### config.mk
export PLATFORM = sky130hd
export DESIGN_NAME = pixel_color_space_converter_top
export DESIGN_NICKNAME = d
export VERILOG_FILES = /design/src/pcsc_pkg.sv /design/src/pixel_color_space_converter_top.sv
export VERILOG_INCLUDE_DIRS = /design/src /design/src/src
export SDC_FILE = /design/constraint.sdc
export NUM_CORES = 2
export LEC_CHECK = 0
export BUFFER_PORTS_ARGS = -buffer_cell sky130_fd_sc_hd__buf_2
export CORE_UTILIZATION = 45
export DETAILED_ROUTE_END_ITERATION = 10
export PLACE_DENSITY = 0.6
export REMOVE_ABC_BUFFERS = 1
export SYNTH_ARGS = -nofsm -noshare
export SYNTH_HDL_FRONTEND = slang
export SYNTH_SLANG_ARGS = --single-unit
### constraint.sdc
create_clock -name clk -period 24.1 [get_ports clk]
set_input_delay 2.41 -clock clk [delete_from_list [all_inputs] [get_ports clk]]
set_output_delay 2.41 -clock clk [all_outputs]
set_load 0.02 [all_outputs]
### src/pixel_color_space_converter_top_defines.svh
// ----------------------------------------------------------------------------
// Assertion macros for the pixel color space converter
// Concurrent checks on the RTL; empty when SYNTHESIS is defined.
// ----------------------------------------------------------------------------
`ifndef PIXEL_COLOR_SPACE_CONVERTER_TOP_DEFINES_SVH
`define PIXEL_COLOR_SPACE_CONVERTER_TOP_DEFINES_SVH

`ifndef SYNTHESIS

// Same-cycle implication under the active-low reset
`define PCSC_ASSERT_IMPLY(label, clk, rst_n, ante, cons) \
    label: assert property (@(posedge clk) disable iff (!rst_n) (ante) |-> (cons)) \
        else $error("pcsc: same-cycle check failed");

// Next-cycle implication under the active-low reset
`define PCSC_ASSERT_NEXT(label, clk, rst_n, ante, cons) \
    label: assert property (@(posedge clk) disable iff (!rst_n) (ante) |=> (cons)) \
        else $error("pcsc: next-cycle check failed");

`else

`define PCSC_ASSERT_IMPLY(label, clk, rst_n, ante, cons)
`define PCSC_ASSERT_NEXT(label, clk, rst_n, ante, cons)

`endif

`endif

### src/pcsc_pkg.sv
// ----------------------------------------------------------------------------
// pcsc_pkg
// Types, Q16 coefficients and the clamp helper of the color space converter.
// ----------------------------------------------------------------------------
package pcsc_pkg;

    // Conversion selected by the mode register
    typedef enum logic [1:0] {
        MODE_RGB_TO_GRAY  = 2'd0,
        MODE_GRAY_TO_RGB  = 2'd1,
        MODE_RGB_TO_YCBCR = 2'd2,
        MODE_YCBCR_TO_RGB = 2'd3
    } mode_t;

    // Register indexes
    localparam logic REG_MODE = 1'b0;

    localparam int CHAN_W = 8;
    localparam int ACC_W  = 28;

    typedef logic signed [ACC_W-1:0] acc_t;

    // Floor of sum/3 as (sum * 683) >> 11, exact for sums up to 765
    localparam int          SUM_W     = 10;
    localparam int          PROD3_W   = 20;
    localparam int          RECIP3_SH = 11;
    localparam logic [PROD3_W-1:0] RECIP3 = 20'd683;

    // RGB to YCbCr, Q16
    localparam acc_t K_Y_OFF  = 28'sd1048576;
    localparam acc_t K_Y_R    = 28'sd16829;
    localparam acc_t K_Y_G    = 28'sd33039;
    localparam acc_t K_Y_B    = 28'sd6416;
    localparam acc_t K_C_OFF  = 28'sd8388608;
    localparam acc_t K_CB_R   = 28'sd9714;
    localparam acc_t K_CB_G   = 28'sd19070;
    localparam acc_t K_CB_B   = 28'sd28784;
    localparam acc_t K_CR_R   = 28'sd28784;
    localparam acc_t K_CR_G   = 28'sd24103;
    localparam acc_t K_CR_B   = 28'sd4681;

    // YCbCr to RGB, Q16
    localparam acc_t K_R_CR   = 28'sd91881;
    localparam acc_t K_G_CB   = 28'sd22554;
    localparam acc_t K_G_CR   = 28'sd46802;
    localparam acc_t K_B_CB   = 28'sd116130;
    localparam acc_t K_CHROMA = 28'sd128;
    localparam acc_t Q16_MAX  = 28'sd16711680;

    // Clamp a Q16 sum to 0..255 and drop the fraction
    function automatic logic [CHAN_W-1:0] clamp_floor(input acc_t acc);
        logic [CHAN_W-1:0] res;
        if (acc < 0)
        begin
            res = '0;
        end
        else if (acc > Q16_MAX)
        begin
            res = '1;
        end
        else
        begin
            res = acc[23:16];
        end
        return res;
    endfunction

endpackage

### src/pixel_color_space_converter_top.sv
// ----------------------------------------------------------------------------
// pixel_color_space_converter_top
// Per-pixel RGB / gray / BT.601 YCbCr conversion selected by a mode register.
// ----------------------------------------------------------------------------
// Usage:
//   Slave stream s_*: one pixel per word, s_tdata = {third, second, first}.
//   Master stream m_*: one converted pixel per word, same packing.
//   APB port: register 0 (byte address 0) holds conversion_mode in bits 1:0;
//   write it only while no pixel is in flight.
// Path: a pixel accepted on s_* is captured in the input register, then
//   converted into the result register and presented on m_*.
// Throughput: one pixel per clock while the result register can advance; the
//   whole conversion is one pass of constant multiplies and sums between the two registers.
// Reset: both stages empty, mode cleared to rgb-to-gray.
// Stall: while m_tready is low the result register holds its word and the
//   input register still takes one more pixel; s_tready drops only when
//   both stages are full.
// ----------------------------------------------------------------------------
`include "pixel_color_space_converter_top_defines.svh"

module pixel_color_space_converter_top (
    input  logic        clk,
    input  logic        rst_n,
    // Slave stream
    input  logic        s_tvalid,
    output logic        s_tready,
    input  logic [23:0] s_tdata,   // [7:0] chan_first, [15:8] chan_second, [23:16] chan_third
    // Master stream
    output logic        m_tvalid,
    input  logic        m_tready,
    output logic [23:0] m_tdata,   // [7:0] out_first, [15:8] out_second, [23:16] out_third
    // APB configuration port
    input  logic        psel,
    input  logic        penable,
    input  logic        pwrite,
    input  logic [2:0]  paddr,
    input  logic [31:0] pwdata,
    output logic [31:0] prdata,
    output logic        pready
);

    import pcsc_pkg::*;

    mode_t             mode_reg;
    logic              in_valid_reg;
    logic [CHAN_W-1:0] in_first_reg;
    logic [CHAN_W-1:0] in_second_reg;
    logic [CHAN_W-1:0] in_third_reg;
    logic              out_valid_reg;
    logic [CHAN_W-1:0] out_first_reg;
    logic [CHAN_W-1:0] out_second_reg;
    logic [CHAN_W-1:0] out_third_reg;

    logic [CHAN_W-1:0] out_first_next;
    logic [CHAN_W-1:0] out_second_next;
    logic [CHAN_W-1:0] out_third_next;
    logic              stage_adv;
    logic              cfg_wr;

    // Configuration port
    assign pready = 1'b1;
    assign cfg_wr = psel && penable && pwrite && pready && (paddr[2] == REG_MODE);
    assign prdata = (paddr[2] == REG_MODE) ? {30'd0, mode_reg} : 32'd0;

    always_ff @(posedge clk or negedge rst_n)
    begin
        if (!rst_n)
        begin
            mode_reg <= MODE_RGB_TO_GRAY;
        end
        else if (cfg_wr)
        begin
            mode_reg <= mode_t'(pwdata[1:0]);
        end
    end

    // Pipeline control: advance into the result register when it is empty or its word is taken
    assign stage_adv = !out_valid_reg || m_tready;
    assign s_tready  = !in_valid_reg || stage_adv;

    always_ff @(posedge clk or negedge rst_n)
    begin
        if (!rst_n)
        begin
            in_valid_reg  <= 1'b0;
            out_valid_reg <= 1'b0;
        end
        else
        begin
            if (s_tready)
            begin
                in_valid_reg <= s_tvalid;
            end
            if (stage_adv)
            begin
                out_valid_reg <= in_valid_reg;
            end
        end
    end

    // Input register
    always_ff @(posedge clk)
    begin
        if (s_tready && s_tvalid)
        begin
            in_first_reg  <= s_tdata[7:0];
            in_second_reg <= s_tdata[15:8];
            in_third_reg  <= s_tdata[23:16];
        end
    end

    // Conversion datapath
    always_comb
    begin
        acc_t               a_s;
        acc_t               b_s;
        acc_t               c_s;
        acc_t               cb_s;
        acc_t               cr_s;
        acc_t               y_q;
        logic [SUM_W-1:0]   sum3;
        logic [PROD3_W-1:0] prod3;

        a_s   = acc_t'({20'd0, in_first_reg});
        b_s   = acc_t'({20'd0, in_second_reg});
        c_s   = acc_t'({20'd0, in_third_reg});
        cb_s  = b_s - K_CHROMA;
        cr_s  = c_s - K_CHROMA;
        y_q   = a_s <<< 16;
        sum3  = SUM_W'(in_first_reg) + SUM_W'(in_second_reg) + SUM_W'(in_third_reg);
        prod3 = PROD3_W'(sum3) * RECIP3;

        case (mode_reg)
            MODE_RGB_TO_GRAY:
            begin
                out_first_next  = prod3[RECIP3_SH +: CHAN_W];
                out_second_next = '0;
                out_third_next  = '0;
            end
            MODE_GRAY_TO_RGB:
            begin
                out_first_next  = in_first_reg;
                out_second_next = in_first_reg;
                out_third_next  = in_first_reg;
            end
            MODE_RGB_TO_YCBCR:
            begin
                out_first_next  = clamp_floor(K_Y_OFF + K_Y_R * a_s + K_Y_G * b_s
                                              + K_Y_B * c_s);
                out_second_next = clamp_floor(K_C_OFF - K_CB_R * a_s - K_CB_G * b_s
                                              + K_CB_B * c_s);
                out_third_next  = clamp_floor(K_C_OFF + K_CR_R * a_s - K_CR_G * b_s
                                              - K_CR_B * c_s);
            end
            default:
            begin
                out_first_next  = clamp_floor(y_q + K_R_CR * cr_s);
                out_second_next = clamp_floor(y_q - K_G_CB * cb_s - K_G_CR * cr_s);
                out_third_next  = clamp_floor(y_q + K_B_CB * cb_s);
            end
        endcase
    end

    // Result register
    always_ff @(posedge clk)
    begin
        if (stage_adv && in_valid_reg)
        begin
            out_first_reg  <= out_first_next;
            out_second_reg <= out_second_next;
            out_third_reg  <= out_third_next;
        end
    end

    assign m_tvalid = out_valid_reg;
    assign m_tdata  = {out_third_reg, out_second_reg, out_first_reg};

    // Checks
    `PCSC_ASSERT_IMPLY(a_full_blocks, clk, rst_n, in_valid_reg && out_valid_reg && !m_tready, !s_tready)
    `PCSC_ASSERT_NEXT(a_accept_fills, clk, rst_n, s_tvalid && s_tready, in_valid_reg)
    `PCSC_ASSERT_NEXT(a_moves_forward, clk, rst_n, in_valid_reg && !out_valid_reg, out_valid_reg)

endmodule

==> results.json <==
{
  "synth_mux_area_share_pct": 0.213,
  "status": "completed",
  "reg2reg_to": "out_third_reg[7]",
  "tightestPinTransition_ns": 1.30,
  "core_um2": 67200,
  "clkLatencyLatePin_ns": 0.33,
  "hp-start": "in_valid_reg",
  "placed_cell_area_um2": 32000,
  "ios": 125,
  "post_cts_resized": 0,
  "drive_gt1_share_pct": 4.66,
  "critPathKind": "reg -> reg",
  "n_fill_cell": 6496,
  "cp-start-kind": "register",
  "die_w_um": 263,
  "synth_xor_area_share_pct": 6.19,
  "min_path_cells": 1,
  "yosys_warnings": 0,
  "drt_pass1_iterations": 5,
  "drtIter0Drc": 1287,
  "grt_overflow": 0,
  "dp_slack_ns": 13.70,
  "fin_skew_ns": 0.0238,
  "clock_sinks": 52,
  "synth_fa_ha_area_share_pct": 56.4,
  "cp_max_fo": 13,
  "synth_top_area_share_pct": 31.5,
  "r2r_start": "in_first_reg[1]",
  "worstPathRequired_ns": 24.18,
  "post-cts-setup-buffer-count": 0,
  "final_area_um2": 32200,
  "grt_pass1_vias": 23200,
  "timing.hold.ws_ns": 0.511,
  "synthCells": 3286,
  "rrSetupSlack_ns": 13.73,
  "hold_viol_final": 0,
  "synthMostInstantiatedCell": "ha_1",
  "fmax_mhz": 96.5,
  "numCtsBuffers": 5,
  "arrival_ns": 10.45,
  "cts_tree": "yes",
  "period_needed_ns": 10.37,
  "slew_headroom_pct": 13.0,
  "clockBufferDepth": 2,
  "ys.flop_type": "edfxtp_1",
  "fin_tns_setup_ns": 0,
  "synth_area_um2": 30600,
  "via_count": 23400,
  "nets": 4583,
  "grt_use_total_pct": 25.7,
  "grt_max_degree": 25,
  "synth_top_family_by_area": "adder cells",
  "syn_to_final_growth_pct": 5.19,
  "h-tree-depth": 2,
  "place_hpwl_mm": 75.0,
  "synthArstFlopShare_pct": 7.69,
  "synthSimpleGateAreaFrac_pct": 8.73,
  "cp-end-kind": "register",
  "avgSynthCellArea_um2": 9.31,
  "initial_utilization_pct": 45.5,
  "hold_path.class": "reg -> reg",
  "hold_end": "m_tvalid",
  "fin_ws_ns": 13.73,
  "rows": 95,
  "die_y_um": 263,
  "finalMaxSlewViolations": 0,
  "wirelength_mm": 87.5,
  "rsz0062_at_grt": "no",
  "antenna_found_initial": 1,
  "yosys-top-cells-count": "769 x ha_1, 651 x inv_1, 381 x fa_1, 173 x a21oi_1, 135 x xnor2_1",
  "synth-seq-area-share_pct": 5.04,
  "place.gp.congestion": 0.929,
  "cts.clk_slew.worst_paths_ns": 0.10,
  "drv_cap": 0,
  "synth.area.top_cells": "ha_1 31%, fa_1 25%, inv_1 8.0%",
  "synth.distinct_cells": 97,
  "ctsHoldBuffers": 0,
  "setup_viol": 0,
  "max_stage_delay_ns": 0.76,
  "vias_per_cell": 5.51,
  "route.detailed.drc": 0,
  "synth-edff-count": 48,
  "n_antenna_cell": 0,
  "portBuffers": 61,
  "drtAntennaViolNets": 0,
  "clockRootBuffer": "clkbuf_16",
  "synth_compound_area_share_pct": 14.5,
  "finalCritPeriodShare_pct": 43.0,
  "dieArea_um2": 69000,
  "r2r_cells": 40,
  "synth_top_area_cell": "ha_1",
  "wl_per_cell_um": 20.6,
  "crit_slowest_cell": "ha_1",
  "synth-seq-cells": 52,
  "grt_pass1_wl_mm": 135
}
cells by family after synthesis:
kind of cell,after synthesis
compound gates,646
xor+xnor,214
fa+ha+maj,1150
buf+inv,697
flops,52
mux,5
other cells,2
simple gates,520
layout make-up:
| class | count | area [um2] | share of cell area, % |
|---|---|---|---|
| Tap cell | 873 | 1090 | 3.40 |
| Timing Repair Buffer | 91 | 531 | 1.65 |
| Clock inverter | 3 | 21.3 | 0.0661 |
| Clock buffer | 5 | 125 | 0.389 |
| Multi-Input combinational cell | 2566 | 26400 | 82.1 |
| Sequential cell | 52 | 1540 | 4.79 |
| Inverter | 651 | 2440 | 7.60 |
critical path, delay by kind of cell, from the launching register on:
kind                       cells  cell delay (ns)
buffers and inverters          7             1.07
and+or+nand+nor               12             2.32
xor gates and xnor gates       2             0.24
DFF                            1             0.33
AOI/OAI and AO/OA              8             1.63
adders and majority gates     11             4.52
worst max-delay path by stage:
stage | start | end | slack [ns] | cells past startpoint
finish | in_first_reg[1] | out_third_reg[7] | 13.73 | 40
global route | in_first_reg[1] | out_third_reg[7] | 13.18 | 40
CTS | in_first_reg[1] | out_third_reg[7] | 13.68 | 40
detailed placement | in_first_reg[1] | out_third_reg[7] | 13.70 | 40
global placement | in_first_reg[1] | out_third_reg[7] | 13.80 | 40
floorplan | in_first_reg[0] | out_third_reg[7] | 14.99 | 39
through the flow:
step,instances,util [%]
2_1_floorplan,3269,-
3_3_place_gp,4233,47.7
3_5_place_dp,4233,47.7
4_1_cts,4241,47.9
5_1_grt,4241,47.9
6_report,4241,47.9
metal layers:
metal	track usage, %	vias to the layer above	wire [um]
met1	35.6	11400	40100
li1	-	11300	-
met3	2.25	85	4300
met2	43.0	553	40600
met5	0	-	0
met4	6.80	0	2550
layout by cell type (no fill, tap or decap), types with 17 or more instances in the layout:
cell / Yosys / final
buf_2: 1 / 61
xor2_1: 78 / 78
edfxtp_1: 48 / 48
conb_1: 2 / 31
buf_4: 31 / 30
nor3_1: 47 / 47
ha_1: 769 / 769
o21a_1: 27 / 27
nor2_1: 115 / 115
or3_1: 17 / 17
o21bai_1: 30 / 30
a31oi_1: 26 / 26
o31ai_1: 18 / 18
o211ai_1: 24 / 24
a21oi_1: 173 / 173
inv_1: 651 / 651
fa_1: 381 / 381
or2_2: 26 / 26
nand2_1: 121 / 121
nor2b_1: 25 / 25
nand2b_1: 39 / 39
a211o_1: 18 / 18
and3_1: 21 / 21
a21o_1: 57 / 57
o21ai_0: 110 / 110
xnor2_1: 135 / 135
a211oi_1: 24 / 24
nand3_1: 31 / 31
Power is not shown: default switching activity piles up to over one toggle a cycle in this logic, so the estimate is an artifact.
